===== src/rtl/core/vector_field_divergence_unit_assert.svh =====
// Assertion macros for the core RTL (included by vfd_calc).
// Every macro samples on posedge clk and is disabled while rst_n is low.
`ifndef VECTOR_FIELD_DIVERGENCE_UNIT_ASSERT_SVH
`define VECTOR_FIELD_DIVERGENCE_UNIT_ASSERT_SVH

// Same-cycle implication.
`define VFD_ASSERT_IMPL(lbl, ante, cons, msg) \
  lbl: assert property (@(posedge clk) disable iff (!rst_n) (ante) |-> (cons)) \
    else $error(msg);

// Next-cycle implication.
`define VFD_ASSERT_NEXT(lbl, ante, cons, msg) \
  lbl: assert property (@(posedge clk) disable iff (!rst_n) (ante) |=> (cons)) \
    else $error(msg);

`endif


===== src/rtl/core/vfd_pkg.sv =====
`timescale 1ns / 1ps
package vfd_pkg;

  localparam int ROWS_MAX = 1024;
  localparam int ROW_W    = $clog2(ROWS_MAX);
  localparam int CNT_W    = ROW_W + 1;
  localparam int RCFG_W   = 11;
  localparam int CMP_W    = (CNT_W > RCFG_W) ? CNT_W : RCFG_W;
  localparam int SMP_W    = 16;
  localparam int RES_W    = 19;

  localparam logic [RCFG_W-1:0] ROWS_RESET = RCFG_W'(2);

  typedef logic signed [SMP_W-1:0] sample_t;
  typedef logic [ROW_W-1:0]        row_t;

  typedef enum logic [1:0] {
    REQ_SAMPLE = 2'd0,
    REQ_FLUSH  = 2'd1,
    REQ_FINAL  = 2'd2
  } req_t;

  typedef enum logic [1:0] {
    PH_FIRST  = 2'd0,
    PH_SECOND = 2'd1,
    PH_LATER  = 2'd2
  } phase_t;

  // One line-buffer entry: v of the previous column, u of the previous two.
  typedef struct packed {
    sample_t v;
    sample_t u1;
    sample_t u2;
  } line_t;

  // Request as handed from the row sequencer to the stencil stage.
  typedef struct packed {
    logic    is_sample;
    logic    is_last;
    phase_t  phase;
    logic    first_row;
    logic    last_row;
    row_t    row;
    row_t    row_nb;
    sample_t u;
    sample_t v;
  } item_t;

  typedef struct packed {
    logic  we;
    row_t  addr;
    line_t data;
  } line_wr_t;

endpackage


===== src/rtl/core/vfd_in_if.sv =====
`timescale 1ns / 1ps
interface vfd_in_if;
  import vfd_pkg::*;

  logic        valid;
  logic        ready;
  logic [1:0]  req_type;
  sample_t     u_sample;
  sample_t     v_sample;

  modport source (output valid, output req_type, output u_sample, output v_sample,
                  input ready);
  modport sink   (input valid, input req_type, input u_sample, input v_sample,
                  output ready);
endinterface


===== src/rtl/core/vfd_ctrl.sv =====
`timescale 1ns / 1ps
module vfd_ctrl (
  input  logic                       clk,
  input  logic                       rst_n,
  input  logic                       cfg_we,
  input  logic [vfd_pkg::RCFG_W-1:0] cfg_wdata,
  vfd_in_if.sink                     in_ch,
  input  logic                       stage_free,
  output vfd_pkg::item_t             item,
  output logic                       item_load
);
  import vfd_pkg::*;

  logic [RCFG_W-1:0] rows_r;
  row_t              row_idx_r;
  row_t              row_idx_nxt;
  phase_t            phase_r;
  phase_t            phase_nxt;

  logic [CMP_W-1:0]  rows_ext;
  logic [CMP_W-1:0]  n_ext;
  logic [CNT_W-1:0]  n;
  row_t              r;
  row_t              r_inc;
  logic              end_col;
  logic              accept;
  logic              go_b;
  req_t              kind;

  assign in_ch.ready = stage_free;
  assign accept      = in_ch.valid && in_ch.ready;
  assign kind        = req_t'(in_ch.req_type);

  // effective row count, clamped to 2..ROWS_MAX
  always_comb begin
    rows_ext = CMP_W'(rows_r);
    if (rows_ext < CMP_W'(2)) begin
      n_ext = CMP_W'(2);
    end else if (rows_ext > CMP_W'(ROWS_MAX)) begin
      n_ext = CMP_W'(ROWS_MAX);
    end else begin
      n_ext = rows_ext;
    end
    n = CNT_W'(n_ext);
  end

  // a row index left past the end by a smaller row count sits on the last row
  always_comb begin
    logic [CNT_W-1:0] nm1;
    nm1 = n - CNT_W'(1);
    if ({1'b0, row_idx_r} >= n) begin
      r = nm1[ROW_W-1:0];
    end else begin
      r = row_idx_r;
    end
    end_col = ({1'b0, r} == nm1);
    r_inc   = r + ROW_W'(1);
  end

  always_ff @(posedge clk) begin
    if (!rst_n) begin
      rows_r    <= ROWS_RESET;
      row_idx_r <= '0;
      phase_r   <= PH_FIRST;
    end else begin
      if (cfg_we) begin
        rows_r <= cfg_wdata;
      end
      row_idx_r <= row_idx_nxt;
      phase_r   <= phase_nxt;
    end
  end

  always_comb begin
    row_idx_nxt = row_idx_r;
    phase_nxt   = phase_r;
    go_b        = 1'b0;
    if (accept) begin
      unique case (kind)
        REQ_SAMPLE: begin
          go_b        = 1'b1;
          row_idx_nxt = end_col ? '0 : r_inc;
          if (end_col) begin
            unique case (phase_r)
              PH_FIRST:  phase_nxt = PH_SECOND;
              PH_SECOND: phase_nxt = PH_LATER;
              default:   phase_nxt = phase_r;
            endcase
          end
        end
        REQ_FLUSH: begin
          go_b        = (phase_r == PH_LATER);
          row_idx_nxt = end_col ? '0 : r_inc;
        end
        REQ_FINAL: begin
          go_b        = (phase_r == PH_LATER);
          row_idx_nxt = '0;
          phase_nxt   = PH_FIRST;
        end
        default: begin
          go_b = 1'b0;
        end
      endcase
    end
  end

  assign item_load = go_b;

  always_comb begin
    item.is_sample = (kind == REQ_SAMPLE);
    item.is_last   = (kind == REQ_FINAL);
    item.phase     = phase_r;
    item.first_row = (r == '0);
    item.last_row  = end_col;
    item.row       = r;
    item.row_nb    = (r == '0) ? ROW_W'(1) : r_inc;
    item.u         = in_ch.u_sample;
    item.v         = in_ch.v_sample;
  end
endmodule


===== src/flat_wrapper.sv =====
// flat-port wrapper written by rule: the top's interface ports become plain ports
module vfd_ctrl_flat import vfd_pkg::*;
  (clk, rst_n, cfg_we, cfg_wdata, stage_free, item, item_load, in_ch_valid, in_ch_req_type, in_ch_u_sample, in_ch_v_sample, in_ch_ready);
  vfd_in_if in_ch_i ();
  input  logic clk;
  input  logic rst_n;
  input  logic cfg_we;
  input  logic [vfd_pkg::RCFG_W-1:0] cfg_wdata;
  input  logic stage_free;
  output vfd_pkg::item_t item;
  output logic item_load;
  input wire logic [$bits(in_ch_i.valid)-1:0] in_ch_valid;
  input wire logic [$bits(in_ch_i.req_type)-1:0] in_ch_req_type;
  input wire logic [$bits(in_ch_i.u_sample)-1:0] in_ch_u_sample;
  input wire logic [$bits(in_ch_i.v_sample)-1:0] in_ch_v_sample;
  output wire logic [$bits(in_ch_i.ready)-1:0] in_ch_ready;
  assign in_ch_i.valid = in_ch_valid;
  assign in_ch_i.req_type = in_ch_req_type;
  assign in_ch_i.u_sample = in_ch_u_sample;
  assign in_ch_i.v_sample = in_ch_v_sample;
  assign in_ch_ready = in_ch_i.ready;
  vfd_ctrl u_core (.clk(clk), .rst_n(rst_n), .cfg_we(cfg_we), .cfg_wdata(cfg_wdata), .in_ch(in_ch_i), .stage_free(stage_free), .item(item), .item_load(item_load));
endmodule

===== config.mk =====
export PLATFORM = sky130hd
export DESIGN_NAME = vfd_ctrl_flat
export DESIGN_NICKNAME = d
export VERILOG_FILES = /design/src/rtl/core/vector_field_divergence_unit_assert.svh /design/src/rtl/core/vfd_pkg.sv /design/src/rtl/core/vfd_in_if.sv /design/src/rtl/core/vfd_ctrl.sv /design/src/flat_wrapper.sv
export SDC_FILE = /design/constraint.sdc
export NUM_CORES = 1
export LEC_CHECK = 0
export CAP_MARGIN = 20
export CORE_ASPECT_RATIO = 1.25
export CORE_MARGIN = 4
export CORE_UTILIZATION = 60
export CTS_BUF_LIST = sky130_fd_sc_hd__clkbuf_4 sky130_fd_sc_hd__clkbuf_8
export DETAILED_ROUTE_END_ITERATION = 10
export DONT_BUFFER_PORTS = 1
export GPL_TIMING_DRIVEN = 0
export PLACE_DENSITY = 0.76
export SLEW_MARGIN = 20
export SYNTH_ARGS = -nofsm -noshare
export SYNTH_HDL_FRONTEND = slang
export SYNTH_SLANG_ARGS = --single-unit

===== constraint.sdc =====
create_clock -name clk -period 5 [get_ports clk]
set_input_delay 0.25 -clock clk [delete_from_list [all_inputs] [get_ports clk]]
set_output_delay 0.25 -clock clk [all_outputs]
set_load 0.1 [all_outputs]

## Yosys cells after proc, flatten, opt, wreduce, memory -nomap -nowiden

Index checks and enable logic that the tools add are counted.
W data, S select, Z words.

- Flip-flop bits (word level): 23
- Input bits: 50
- Output and inout bits: 60
- Logic and storage cells: 36

- Add/sub/neg operators: 2
- Order comparisons: 3
- Eq/ne operators: 7
- Mux-type cells: 11
- Reductions and logical operators: 10

Operators by type and width:

| cell | number |
|---|---|
| $mux W10 | 3 |
| $mux W11 | 2 |
| $pmux W10 S2 | 1 |
| $eq A10 B11 Y1 | 1 |
| $ge A10 B11 Y1 | 1 |
| $gt A11 B11 Y1 const B | 1 |
| $lt A11 B2 Y1 const B | 1 |
| $sub A11 B1 Y11 const B | 1 |
| $add A10 B1 Y10 const B | 1 |
| $logic_not A10 Y1 | 1 |
| $pmux W2 S2 | 2 |
| $eq A2 B1 Y1 const B | 2 |
| $eq A2 B2 Y1 const B | 2 |
| $logic_not A2 Y1 | 2 |
| $reduce_and A4 Y1 | 1 |
| $reduce_bool A2 Y1 | 2 |
| $reduce_or A2 Y1 | 2 |
| $ne A3 B1 Y1 const B | 1 |
| $mux W2 | 1 |
| $ne A2 B1 Y1 const B | 1 |
| $pmux W1 S2 | 1 |
| $reduce_and A2 Y1 | 1 |
| $logic_and A1 B1 Y1 | 1 |
| $mux W1 | 1 |

## Longest topological paths before layout

- Depth after elaboration: 8
- Depth in mapped cells: 20
- Gate-level depth less buffers: 17

## Worst setup path after synthesis

Ideal clock, no wire load.

- Path type: register to register
- Start: register u_core.rows_r[5] (netlist: u_core.rows_ext[5])
- End: register u_core.row_idx_r[4]
- Setup time: 0.124 ns
- Arrival time: 6.811 ns
- Data required time: 4.876 ns
- Slack: -1.935 ns
- Cell stages (with the launch flop): 13
- Path buffers: 1
- Clock period less this slack: 6.935 ns
- Cells stage by stage: dfxtp_1 or4_4 o41ai_4 inv_2 ha_1 nand2b_1 nand3_1 a211o_1 a21o_1 buf_2 o21ai_0 xnor2_1 a22o_1

RTL lines:

| what | RTL line | RTL |
|---|---|---|
| start: declaration | vfd_ctrl.sv:14 | `logic [RCFG_W-1:0] rows_r;` |
| start signal: assignment | vfd_ctrl.sv:67 | `rows_r <= cfg_wdata;` |
| end signal: assignment | vfd_ctrl.sv:69 | `row_idx_r <= row_idx_nxt;` |
| end: declaration | vfd_ctrl.sv:15 | `row_t row_idx_r;` |

==> impl_metrics.csv <==
group,metric,value,unit
clock_tree,cts_tree,"done",
routing,first_pass_iters,7,
critical_path,crit_chain,"or3_4 > buf_8 > o41ai_4 > inv_2 > ha_4 > nand2b_4 > nand3_2 > a211o_1 > a21oi_4 > buf_8 > buf_4 > mux2i_4 > clkinvlp_4 > nor3_4",
power,comb_power_share,69.7,%
power,vdd_drop_max,0.3396,mV
timing,slew_headroom,25.60,%
floorplanning,rows,26,
global_route,grt_antenna_before_repair,0,
timing,final_hold_viol_count,0,
routing,detail_route.wl_per_cell,21.66,um
timing,slew_violations,0,
final_layout,n_antenna_cell,0,
clock_tree,htreeDepth,1,
synth,ys.flop_type,"dfxtp_1",
final_layout,nets,432,
routing,vias,2758,
floorplanning,initial_core_util,63.40,%
final_layout,syn_to_final_growth,28.96,%
routing,drc,0,
global_route,grt_max_degree,20,
critical_path,cp-end-kind,"output pin",
final_layout,final_cell_mix,"63 x buf_4, 18 x mux2i_1, 17 x dfxtp_1, 15 x inv_1",
power,pwr_density_cell,324.0,mW/mm2
final_layout,final_cells,421,
hold_path,hold-path-endpoint,"u_core.rows_ext[5]$_SDFFE_PN0P_",
clock_tree,cts_hold_repair.buffers,0,
routing,wirelength,9117,um
timing,finalCritPeriodShare,102.5,%
final_layout,final_common_cell,"buf_4",
critical_path,cpMostUsedCell,"buf_8",
timing,tightest_slew,1.114,ns
critical_path,critPathTopFamily,"simple AND/OR/NAND/NOR gates",
critical_path,slowest_delay,1.03,ns
flow_run,drv_cap,0,
timing,finalSetupViolations,5,
clock_tree,cts_root_buf,"clkbuf_8",
floorplanning,dieArea,0.005532,mm2
floorplanning,dieWidth,67.33,um
critical_path,path_class,"flip-flop to output pin",
synth,ys_seq_area_share,17.44,%
global_route,grt.total_usage,30.52,%
timing,finalClockSkew,0.004040,ns
power,power_frac_clock,11.5,%
synth,async_flop_share,0,%
synth,ys_warn_count,0,
critical_path,crit_buf_inv,5,
timing,max_freq,195.2,MHz
placement,port_buffers,0,
placement,routabilityCongestion,0.9243,
critical_path,r2r_cells,19,
synth,synth_nets,396,
global_route,grt_pass1_wl,12830,um
final_layout,fill_cells,287,
hold_path,worstHoldPathCells,1,
placement,dp.cells,391,
power,internal_power,0.4558,mW
critical_path,cp.required,4.75,ns
critical_path,r2r_start,"u_core.rows_ext[2]$_SDFFE_PN0P_",
final_layout,drive_above_1_share,39.73,%
critical_path,worst_path_max_delay_cell,"nor3_4",
power,total_power,1.103,mW
power,p_leak,1.454,nW
final_layout,final_core_util,81.76,%
synth,synth-edff-count,0,
routing,antenna_left,0,
timing,worst_hold_slack,0.09763,ns
placement,hpwl,5925,um
power,power.share.sequential,18.8,%
synth,synthesis.area,0.002640,mm2
floorplanning,core_area,0.004164,mm2
timing,rsz0062_at_grt,"yes",
critical_path,crit_arrival,4.87,ns
status,violations,"negative setup slack",
routing,vias_per_cell,6.551,
critical_path,crit_fanout,6,
hold_path,hp-start,"rst_n",
clock_tree,cts_made_buffers,3,
critical_path,r2r_setup_slack,0.12,ns
clock_tree,clock_latency,0.28,ns
timing,fin_crit,5.123,ns
floorplanning,die_y,82.16,um
global_route,gr-total-overflow,0,
critical_path,reg2reg_to,"u_core.row_idx_r[6]$_SDFFE_PN0P_",
hold_path,hold_path_class,"input port to flip-flop",
synth,synth_seq_cells,23,
synth,yosys.cell_types.count,63,
clock_tree,clock_path_buffers,2,
clock_tree,clk_pin_slew,0.09,ns
timing,setup_ws,-0.1228,ns
global_route,grt_pass1_vias,2514,
floorplanning,boundaryPins,110,
routing,drtIter0Drc,238,
clock_tree,cts_num_sinks,23,
critical_path,startpoint_type,"flip-flop",
synth,synthCells,330,
power,swShare,58.68,%
status,status,"finished, violations left",
placement,dp_slack,-0.2878,ns
synth,avgSynthCellArea,8.000,um2
power,power.switching,0.6473,mW
[how the worst max path moves through the flow]
stage,start,to,slack [ns],cells after the start
after floorplan,u_core.rows_ext[2]$_SDFFE_PN0P_,u_core.row_idx_r[4]$_SDFFE_PN0P_,-0.55,19
after global placement,u_core.rows_ext[10]$_SDFFE_PN0P_,u_core.row_idx_r[8]$_SDFFE_PN0P_,-1.17,19
after detailed placement,u_core.rows_ext[10]$_SDFFE_PN0P_,item[34],-0.29,16
after CTS,u_core.rows_ext[6]$_SDFFE_PN0P_,item[40],-0.14,17
after global routing,u_core.rows_ext[2]$_SDFFE_PN0P_,item[38],-0.23,18
final,u_core.rows_ext[2]$_SDFFE_PN0P_,item[53],-0.12,14
[repair_timing]
item                                    4_1_cts  5_1_grt
endpoints found under the setup margin        9       10
pin swaps                                    13       12
buffers inserted                             21        8
gates resized for setup                      22       19
[metrics by stage]
| step | instance area (um2) | setup TNS [ns] |
|---|---|---|
| after floorplan | 2760 | -1.983 |
| after global placement | 2830 | -7.463 |
| after detailed placement | 3022 | -1.770 |
| after CTS | 3307 | -0.2877 |
| after global routing | 3405 | -0.9046 |
| final | 3405 | -0.3463 |
[state kept, by name (all words and copies together), names as in the netlist]
name	cells
u_core.phase_r	2
u_core.rows_ext	11
u_core.row_idx_r	10
[cell usage after synthesis (3+ instances only)]
| library cell | number | area share, % |
|---|---|---|
| clkbuf_1 | 11 | 1.6 |
| nor4_1 | 8 | 1.9 |
| mux2i_1 | 21 | 8.0 |
| nand3_1 | 12 | 2.3 |
| o22ai_1 | 4 | 0.95 |
| buf_4 | 34 | 9.7 |
| nor2b_1 | 14 | 3.3 |
| dfxtp_1 | 23 | 17 |
| o21ai_0 | 9 | 1.7 |
| a31oi_1 | 3 | 0.71 |
| nor3_1 | 9 | 1.7 |
| xnor2_1 | 7 | 2.3 |
| nand2b_1 | 11 | 2.6 |
| or3_1 | 5 | 1.2 |
| a21o_1 | 4 | 1.1 |
| nor2_1 | 18 | 2.6 |
| nand2_1 | 13 | 1.8 |
| buf_2 | 3 | 0.57 |
| nand3b_1 | 3 | 0.85 |
| a21oi_1 | 11 | 2.1 |
| o21a_1 | 3 | 0.85 |
| xor2_1 | 5 | 1.7 |
| a22o_1 | 9 | 3.0 |
| mux2_2 | 3 | 1.3 |
| nor3b_1 | 3 | 0.85 |
| ha_1 | 16 | 7.6 |
| inv_1 | 19 | 2.7 |
| nand4_1 | 3 | 0.71 |
[power by group through the flow]
stage | registers (mW) | logic, mW | clock network (mW)
after CTS | 0.207 | 0.714 | 0.124
final | 0.207 | 0.769 | 0.127
after floorplan | 0.207 | 0.580 | 0
after global placement | 0.212 | 0.626 | 0
after global routing | 0.209 | 0.789 | 0.134
after detailed placement | 0.212 | 0.652 | 0
[cell type report]
class / instances / area, um2 / share of cell area (%)
clock buffers: 3 / 41.29 / 1.213
clock inverters: 1 / 5.005 / 0.1470
multi-input cells: 235 / 2077 / 61.01
plain buffers: 49 / 341.6 / 10.03
inverters: 20 / 90.09 / 2.646
well taps: 56 / 70.07 / 2.058
repair buffers: 34 / 301.5 / 8.857
flip-flops and latches: 23 / 478.0 / 14.04
[cells by family after synthesis]
| logic type | Yosys count | synth area share, % |
|---|---|---|
| AOI/OAI and AO/OA | 67 | 19.91 |
| buffers and inverters | 72 | 15.31 |
| muxes | 25 | 10.09 |
| DFF | 23 | 17.44 |
| and+or+nand+nor | 113 | 24.46 |
| adders and majority gates | 16 | 7.583 |
| xor gates and xnor gates | 14 | 5.213 |
[metal layers]
layer  track usage, %  part of all wire [%]
met2            52.41                    50
met5                0                     0
met1            36.88                    36
met4            14.00                   4.8
met3            5.007                   9.4
Power figures use the tool's default switching activity.
