==> config.mk <==
export PLATFORM = sky130hd
export DESIGN_NAME = vfd_calc_flat
export DESIGN_NICKNAME = d
export VERILOG_FILES = /design/src/rtl/core/vfd_pkg.sv /design/src/rtl/core/vfd_out_if.sv /design/src/rtl/core/vfd_calc.sv /design/src/flat_wrapper.sv
export VERILOG_INCLUDE_DIRS = /design/src /design/src/rtl/core
export SDC_FILE = /design/constraint.sdc
export NUM_CORES = 1
export LEC_CHECK = 0
export BUFFER_PORTS_ARGS = -buffer_cell sky130_fd_sc_hd__buf_2
export CORE_ASPECT_RATIO = 1.5
export CORE_MARGIN = 2
export CORE_UTILIZATION = 55
export CTS_BUF_LIST = sky130_fd_sc_hd__clkbuf_8
export DETAILED_ROUTE_END_ITERATION = 6
export PLACE_DENSITY = 0.92
export SYNTH_ARGS = -nofsm -noshare
export SYNTH_HDL_FRONTEND = slang
export SYNTH_SLANG_ARGS = --single-unit
export TNS_END_PERCENT = 10
==> constraint.sdc <==
create_clock -name clk -period 9.9 [get_ports clk]
set_clock_uncertainty 0.1 [all_clocks]
set_input_delay 2.97 -clock clk [delete_from_list [all_inputs] [get_ports clk]]
set_output_delay 2.97 -clock clk [all_outputs]
set_load 0.1 [all_outputs]
==> src/rtl/core/vector_field_divergence_unit_assert.svh <==
// Assertion macros for the core RTL (included by vfd_calc).
// Every macro samples on posedge clk and is disabled while rst_n is low.
`ifndef VECTOR_FIELD_DIVERGENCE_UNIT_ASSERT_SVH
`define VECTOR_FIELD_DIVERGENCE_UNIT_ASSERT_SVH

// Same-cycle implication.
`define VFD_ASSERT_IMPL(lbl, ante, cons, msg) \
  lbl: assert property (@(posedge clk) disable iff (!rst_n) (ante) |-> (cons)) \
    else $error(msg);

// Next-cycle implication.
`define VFD_ASSERT_NEXT(lbl, ante, cons, msg) \
  lbl: assert property (@(posedge clk) disable iff (!rst_n) (ante) |=> (cons)) \
    else $error(msg);

`endif

==> src/rtl/core/vfd_pkg.sv <==
`timescale 1ns / 1ps
package vfd_pkg;

  localparam int ROWS_MAX = 1024;
  localparam int ROW_W    = $clog2(ROWS_MAX);
  localparam int CNT_W    = ROW_W + 1;
  localparam int RCFG_W   = 11;
  localparam int CMP_W    = (CNT_W > RCFG_W) ? CNT_W : RCFG_W;
  localparam int SMP_W    = 16;
  localparam int RES_W    = 19;

  localparam logic [RCFG_W-1:0] ROWS_RESET = RCFG_W'(2);

  typedef logic signed [SMP_W-1:0] sample_t;
  typedef logic [ROW_W-1:0]        row_t;

  typedef enum logic [1:0] {
    REQ_SAMPLE = 2'd0,
    REQ_FLUSH  = 2'd1,
    REQ_FINAL  = 2'd2
  } req_t;

  typedef enum logic [1:0] {
    PH_FIRST  = 2'd0,
    PH_SECOND = 2'd1,
    PH_LATER  = 2'd2
  } phase_t;

  // One line-buffer entry: v of the previous column, u of the previous two.
  typedef struct packed {
    sample_t v;
    sample_t u1;
    sample_t u2;
  } line_t;

  // Request as handed from the row sequencer to the stencil stage.
  typedef struct packed {
    logic    is_sample;
    logic    is_last;
    phase_t  phase;
    logic    first_row;
    logic    last_row;
    row_t    row;
    row_t    row_nb;
    sample_t u;
    sample_t v;
  } item_t;

  typedef struct packed {
    logic  we;
    row_t  addr;
    line_t data;
  } line_wr_t;

endpackage

==> src/rtl/core/vfd_out_if.sv <==
`timescale 1ns / 1ps
interface vfd_out_if;
  import vfd_pkg::*;

  logic                    valid;
  logic                    ready;
  logic signed [RES_W-1:0] neg_div_x2;
  logic                    is_last;

  modport source (output valid, output neg_div_x2, output is_last, input ready);
  modport sink   (input valid, input neg_div_x2, input is_last, output ready);
endinterface

==> src/rtl/core/vfd_calc.sv <==
`timescale 1ns / 1ps
`include "vector_field_divergence_unit_assert.svh"
module vfd_calc (
  input  logic              clk,
  input  logic              rst_n,
  input  vfd_pkg::item_t    item,
  input  logic              item_load,
  input  vfd_pkg::line_t    rd_a,
  input  vfd_pkg::line_t    rd_b,
  output vfd_pkg::line_wr_t wr,
  output logic              stage_free,
  vfd_out_if.source         out_ch
);
  import vfd_pkg::*;

  item_t                   b_r;
  logic                    b_valid_r;
  logic                    wb_valid_r;
  row_t                    wb_addr_r;
  line_t                   wb_word_r;
  sample_t                 vw1_r;
  logic                    out_valid_r;
  logic signed [RES_W-1:0] out_neg_r;
  logic                    out_last_r;

  line_t                   word_a;
  line_t                   word_b;
  logic                    emit;
  logic                    b_go;
  logic signed [17:0]      du;
  logic signed [17:0]      dv;
  logic signed [RES_W-1:0] sum;
  logic signed [RES_W-1:0] neg;

  assign emit       = b_r.is_sample ? (b_r.phase != PH_FIRST) : 1'b1;
  assign b_go       = b_valid_r && (!emit || !out_valid_r || out_ch.ready);
  assign stage_free = !b_valid_r || b_go;

  // the previous write may have landed on the read edge: take it from here
  assign word_a = (wb_valid_r && wb_addr_r == b_r.row)    ? wb_word_r : rd_a;
  assign word_b = (wb_valid_r && wb_addr_r == b_r.row_nb) ? wb_word_r : rd_b;

  always_comb begin
    wr.we      = b_go && b_r.is_sample;
    wr.addr    = b_r.row;
    wr.data.v  = b_r.v;
    wr.data.u1 = b_r.u;
    wr.data.u2 = word_a.u1;
  end

  // column direction: one-sided on the second column and on the flush column
  always_comb begin
    sample_t            a;
    sample_t            b;
    logic               dbl;
    logic signed [16:0] diff;
    if (!b_r.is_sample) begin
      a   = word_a.u1;
      b   = word_a.u2;
      dbl = 1'b1;
    end else if (b_r.phase == PH_SECOND) begin
      a   = b_r.u;
      b   = word_a.u1;
      dbl = 1'b1;
    end else begin
      a   = b_r.u;
      b   = word_a.u2;
      dbl = 1'b0;
    end
    diff = {a[SMP_W-1], a} - {b[SMP_W-1], b};
    du   = dbl ? {diff, 1'b0} : {diff[16], diff};
  end

  // row direction: one-sided on the first and last row
  always_comb begin
    sample_t            a;
    sample_t            b;
    logic signed [16:0] diff;
    a    = b_r.last_row  ? word_a.v : word_b.v;
    b    = b_r.first_row ? word_a.v : vw1_r;
    diff = {a[SMP_W-1], a} - {b[SMP_W-1], b};
    dv   = (b_r.first_row || b_r.last_row) ? {diff, 1'b0} : {diff[16], diff};
  end

  assign sum = {du[17], du} + {dv[17], dv};
  assign neg = -sum;

  always_ff @(posedge clk) begin
    if (!rst_n) begin
      b_valid_r   <= 1'b0;
      wb_valid_r  <= 1'b0;
      vw1_r       <= '0;
      out_valid_r <= 1'b0;
    end else begin
      if (item_load) begin
        b_valid_r <= 1'b1;
      end else if (b_go) begin
        b_valid_r <= 1'b0;
      end
      if (wr.we) begin
        wb_valid_r <= 1'b1;
      end
      if (b_go && emit) begin
        vw1_r       <= word_a.v;
        out_valid_r <= 1'b1;
      end else if (out_ch.ready) begin
        out_valid_r <= 1'b0;
      end
    end
  end

  always_ff @(posedge clk) begin
    if (item_load) begin
      b_r <= item;
    end
    if (wr.we) begin
      wb_addr_r <= wr.addr;
      wb_word_r <= wr.data;
    end
    if (b_go && emit) begin
      out_neg_r  <= neg;
      out_last_r <= b_r.is_last;
    end
  end

  assign out_ch.valid      = out_valid_r;
  assign out_ch.neg_div_x2 = out_neg_r;
  assign out_ch.is_last    = out_last_r;

  `VFD_ASSERT_IMPL(a_flush_late_phase, b_valid_r && !b_r.is_sample, b_r.phase == PH_LATER, "flush request in stencil stage before two columns")
  `VFD_ASSERT_IMPL(a_last_is_flush, b_valid_r && b_r.is_last, !b_r.is_sample, "end-of-matrix mark on a sample request")
  `VFD_ASSERT_NEXT(a_stage_holds, b_valid_r && !b_go, b_valid_r && $stable(b_r), "stalled stencil stage lost its request")
  `VFD_ASSERT_IMPL(a_load_when_free, item_load, stage_free, "request loaded into a busy stencil stage")
endmodule

==> src/flat_wrapper.sv <==
// flat-port wrapper written by rule: the top's interface ports become plain ports
module vfd_calc_flat import vfd_pkg::*;
  (clk, rst_n, item, item_load, rd_a, rd_b, wr, stage_free, out_ch_valid, out_ch_neg_div_x2, out_ch_is_last, out_ch_ready);
  vfd_out_if out_ch_i ();
  input  logic clk;
  input  logic rst_n;
  input  vfd_pkg::item_t item;
  input  logic item_load;
  input  vfd_pkg::line_t rd_a;
  input  vfd_pkg::line_t rd_b;
  output vfd_pkg::line_wr_t wr;
  output logic stage_free;
  output wire logic [$bits(out_ch_i.valid)-1:0] out_ch_valid;
  output wire logic [$bits(out_ch_i.neg_div_x2)-1:0] out_ch_neg_div_x2;
  output wire logic [$bits(out_ch_i.is_last)-1:0] out_ch_is_last;
  input wire logic [$bits(out_ch_i.ready)-1:0] out_ch_ready;
  assign out_ch_valid = out_ch_i.valid;
  assign out_ch_neg_div_x2 = out_ch_i.neg_div_x2;
  assign out_ch_is_last = out_ch_i.is_last;
  assign out_ch_i.ready = out_ch_ready;
  vfd_calc u_core (.clk(clk), .rst_n(rst_n), .item(item), .item_load(item_load), .rd_a(rd_a), .rd_b(rd_b), .wr(wr), .stage_free(stage_free), .out_ch(out_ch_i));
endmodule
# [Yosys cells after proc, flatten, opt, wreduce, memory -nomap -nowiden]
# Index checks and enable logic that the tools add are counted.
[classes] addsub=4 eq_ne=3 muxes=16 reduce_logical=15
[ops] op="48-bit 2-to-1 mux" count=2
[ops] op="16-bit 2-to-1 mux" count=5
[ops] op="17-bit 2-to-1 mux" count=2
[ops] op="16-bit by 16-bit subtractor with 17-bit output" count=2
[ops] op="10-bit == test" count=2
[ops] op="18-bit by 18-bit adder with 19-bit output" count=1
[ops] op="19-bit negator" count=1
[ops] op="1-bit 2-to-1 mux" count=7
[ops] op="2-bit nonzero test" count=3
[ops] op="1-bit logical AND" count=5
[ops] op="1-bit logical OR" count=4
[ops] op="1-bit logical NOT" count=3
[ops] op="2-bit by 1-bit == test with 1-bit output, second input constant" count=1
[totals] reg_bits=155 in_bits=158 output_inout_bits=81

# [Longest topological paths before layout]
[logic_depth] ltp_word=9 mapped_depth=25 ltp_nobuf=23

# [Worst setup path before layout]
# OpenSTA, ideal clock, no wires.
[synth_timing] path_type="input to output" startpoint="input port out_ch_ready" endpoint="output port wr[58] (netlist name)" arrival_ns=5.185 slack_ns=1.645 cell_stages=3 cell_sequence="nor2b_1 -> o21ai_0 -> and3_1"
[synth_rtl] element="start, declared" line="flat_wrapper.sv:16" rtl="input wire logic [$bits(out_ch_i.ready)-1:0] out_ch_ready;"
[synth_rtl] element="end, declared" line="flat_wrapper.sv:11" rtl="output vfd_pkg::line_wr_t wr;"

# [Worst setup path in the final report]
[layout_timing] startpoint="input port rd_a[32] (netlist name)" endpoint="register u_core.out_neg_r[16], in the netlist u_core.out_ch.neg_div_x2[16] (data pin)"
[layout_via] elab_chain_cells=6 word_cells_on_any_way=7 classes_between="add/sub (3); mux (4)"
[layout_rtl] element="start, declared" line="flat_wrapper.sv:9" rtl="input vfd_pkg::line_t rd_a;"
[layout_rtl] element="48-bit 2-to-1 mux *" line="vfd_calc.sv:40" rtl="assign word_a = (wb_valid_r && wb_addr_r == b_r.row) ? wb_word_r : rd_a;"
[layout_rtl] element="16-bit 2-to-1 mux, on equally long branches" line="vfd_calc.sv:79, vfd_calc.sv:80"
[layout_rtl] element="16-bit by 16-bit subtractor with 17-bit output *" line="vfd_calc.sv:81" rtl="diff = {a[SMP_W-1], a} - {b[SMP_W-1], b};"
[layout_rtl] element="17-bit 2-to-1 mux *" line="vfd_calc.sv:82" rtl="dv = (b_r.first_row || b_r.last_row) ? {diff, 1'b0} : {diff[16], diff};"
[layout_rtl] element="18-bit by 18-bit adder with 19-bit output *" line="vfd_calc.sv:85" rtl="assign sum = {du[17], du} + {dv[17], dv};"
[layout_rtl] element="19-bit negator *" line="vfd_calc.sv:86" rtl="assign neg = -sum;"
[layout_rtl] element="named net u_core.neg[16]" line="vfd_calc.sv:33" rtl="logic signed [RES_W-1:0] neg;"
[layout_rtl] element="end signal, assigned" line="vfd_calc.sv:121" rtl="out_neg_r <= neg;"
[layout_rtl] element="end, declared" line="vfd_calc.sv:23" rtl="logic signed [RES_W-1:0] out_neg_r;"
# Mark *: on every way through the listed nets, which the timed path passes. The rest lies on a longest branch.
# A chain may end at the register's enable or synchronous reset.

==> metrics <==
status=completed; GRT overflow=0; slowest CP cell=fa_1; design area=about 11,000 um2; Initial Utilization=a little under three fifths; Area contributors post-synth=edfxtp_1 (40%), ha_1 (8.3%), mux2_2 (5.1%); reg2reg path depth=23; fin crit period=between 7 and 8 ns; WS Path Type=in -> reg; Detailed Route WL=approximately 24,000 um; min setup slack post-route=~2.5 ns; hpwl dp=approximately 18,000 um; worst slack, placed=2.068 ns; Total GRT Usage=between 20% and 30%; nets@finish=roughly 1,300; adder-cell share of the synthesized area=8.903%; ratio of cells with drive above 1 in the final layout=between 20 and 30%; power per cell area=roughly 260 nW/um2; CTS tree=built; wire length of the first global-routing pass=37,150 um; worst-margin pin slew=~1.2 ns; number of global-route vias before repair=7,741; Synth Area in XOR/XNOR=under 10%; Cells after Synth=approximately 980; GPL Wtd Cong=between 0.9 and 1; Synth cell types=69; CTS max path bufs=2; area leader, netlist=edfxtp_1; total power=about 2.9 mW; Ports=239; DRC Markers=0; Top cell by count, worst path=ha_1; Num CTS Buffers=17; post-CTS sizing=0; ys async rst share=0%; Fmax achieved=around 130 MHz; post-route antenna net violation count=0; root cell of the clock tree=clkbuf_8; DR vias/cell=between 5 and 6; Synth Warn #=0; clock sinks=about 160; DIE HEIGHT=~170 um; Setup crit start kind=input pin; HP Class=reg -> reg; hold-fix buffers at CTS=0; largest net degree at the start of global routing=60; setup TNS=0 ns; flop-to-flop setup slack=2.71 ns; clk_lat worst skew=0.47 ns; Syn Nets=around 1,200; Cell Area, Synth=between 10,000 and 15,000 um2; Leakage Power=between 4 and 5 nW; port bufs=~210; Synth top area share=a little over 40%; final hold vios=0; Die X=114.6 um; Placement Cell Area=between 10,000 and 15,000 um2; Clock transition at path regs=0.11 ns; reg-to-reg startpoint=u_core.wr[49]; Slew Limit Fails=0; Detailed Route Iter0 Violations=480; simple-gate share of the synthesized area=about 12%; Worst Setup SP=rd_a[32]; commonest non-fill, non-tap cell in the layout=buf_2; Worst Path Required=10.02 ns; Setup Viol. Count Final=0; critical-path cell list=buf_2, mux2i_1, nand2_1, o21ai_0, ha_1, inv_1, fa_1, a21o_1, and4_4, or2_1, o41ai_2, o221ai_1, a22o_1, ha_1, ha_1, a21oi_1, nor2_1, a31oi_1, o21ai_0, a211oi_1, xnor2_1; fin crit share=about 75%; initial antenna violation count=6; Arr. time, crit path=about 7.5 ns; CORE AREA=around 18,000 um2; largest family of logic cells by synthesized area=compound AO/OA/AOI/OAI gates; die area=between 15,000 and 20,000 um2; Layout area overhead=12.13%; H-tree depth=4; FF+latch count, synth=around 160; mux contribution to synthesized area=9.002%; # Max-Cap Violations=0; vias=~7,900; Synth Area per Inst=just over 10 um2; complex-gate fraction of the synthesized area=~14%; EDFF count, synth=136; routed len/inst=approximately 18 um; Core Rows=60; critical path's largest stage delay=between 0.4 and 0.5 ns; max_slew headroom=about 20%; Synth Flop Type=edfxtp_1; Critical R2R Capture=u_core.out_ch.neg_div_x2[17]; Seq/Total Area, Yosys=between 40% and 50%; worst vdd ir=approximately 0.15 mV; maximum fanout along the worst path=5; critical path endpoint=u_core.out_ch.neg_div_x2[16]; most frequent cells in the layout=buf_2 (206), edfxtp_1 (136), nand2_1 (118), o21ai_0 (72); RSZ-0062 raised after global routing=no; drt pass-1 iters=6; CP endpoint kind=flop; Post-CTS Setup Bufs=0
[logic make-up after synthesis]
| family | after synthesis |
|---|---|
| muxes | 85 |
| adders and majority gates | 70 |
| buffers and inverters | 119 |
| AOI/OAI and AO/OA | 230 |
| and+or+nand+nor | 259 |
| xor gates and xnor gates | 57 |
| DFF | 155 |
[cell usage after synthesis, types with 12 or more instances]
master / n
inv_1: 23
xnor2_1: 45
nand3_1: 27
xor2_1: 12
clkbuf_1: 23
ha_1: 67
buf_2: 12
nor2_1: 54
mux2i_1: 39
a21oi_1: 67
o21ai_0: 72
edfxtp_1: 136
nand2_1: 118
buf_4: 60
mux2_2: 46
dfxtp_1: 19
[cell type report]
class,count,area [um2]
diodes,5,12.51
clock buffers,17,234.0
clock inverters,15,209.0
fillers,1403,6628
inverters,23,86.33
multi-input cells,701,4954
flip-flops and latches,155,4464
well taps,217,271.5
repair buffers,213,1084
[metal layers]
metal | routed length, um | global-route usage [%] | up-vias
met3 | 1160 | 4.808 | 44
li1 | - | - | 3798
met1 | 9243 | 27.41 | 3765
met5 | 13 | 0 | -
met4 | 654 | 10.60 | 2
met2 | 12670 | 44.22 | 253
[worst min-delay path by stage]
stage / to / from / depth (start not counted)
after global placement: u_core.out_ch.is_last / u_core.b_r[56] / 0
after detailed placement: u_core.out_ch.is_last / u_core.b_r[56] / 0
after global routing: u_core.out_ch.is_last / u_core.b_r[56] / 0
after floorplan: u_core.out_ch.is_last / u_core.b_r[56] / 0
final: u_core.out_ch.is_last / u_core.b_r[56] / 0
after CTS: u_core.out_ch.is_last / u_core.b_r[56] / 0
[power breakdown]
part / switching [mW] / internal [mW]
Clock: 0.302 / 0.203
Sequential: 0.0332 / 0.838
Combinational: 1.02 / 0.506
Total: 1.36 / 1.55
[critical path: cells and delay by family]
kind / cells / cell delay, ns
AO/OA/AOI/OAI: 9 / 2.11
XOR/XNOR: 1 / 0.10
adder cells (fa/ha/maj): 4 / 1.33
buffers and inverters: 2 / 0.15
multiplexers: 1 / 0.26
AND/OR/NAND/NOR: 4 / 0.58
[flip-flops by register name, summed over array words and instances (netlist names)]
signal / cells
u_core.out_ch.is_last: 1
u_core.vw1_r: 16
u_core.b_valid_r: 1
u_core.wb_addr_r: 10
u_core.out_ch.valid: 1
u_core.out_ch.neg_div_x2: 19
u_core.wr: 42
u_core.wb_word_r: 48
u_core.b_r: 16
u_core.wb_valid_r: 1
[metrics by stage]
stage               hold WS [ns]  std cells  utilization [%]
floorplan                 0.3003        975                -
global placement          0.3028       1309            60.52
detailed placement        0.3212       1309            60.52
CTS                       0.3469       1341            62.99
global route              0.3468       1346            63.06
finish                    0.3389       1346            63.06
No activity file was read; power rests on OpenSTA's default activity.
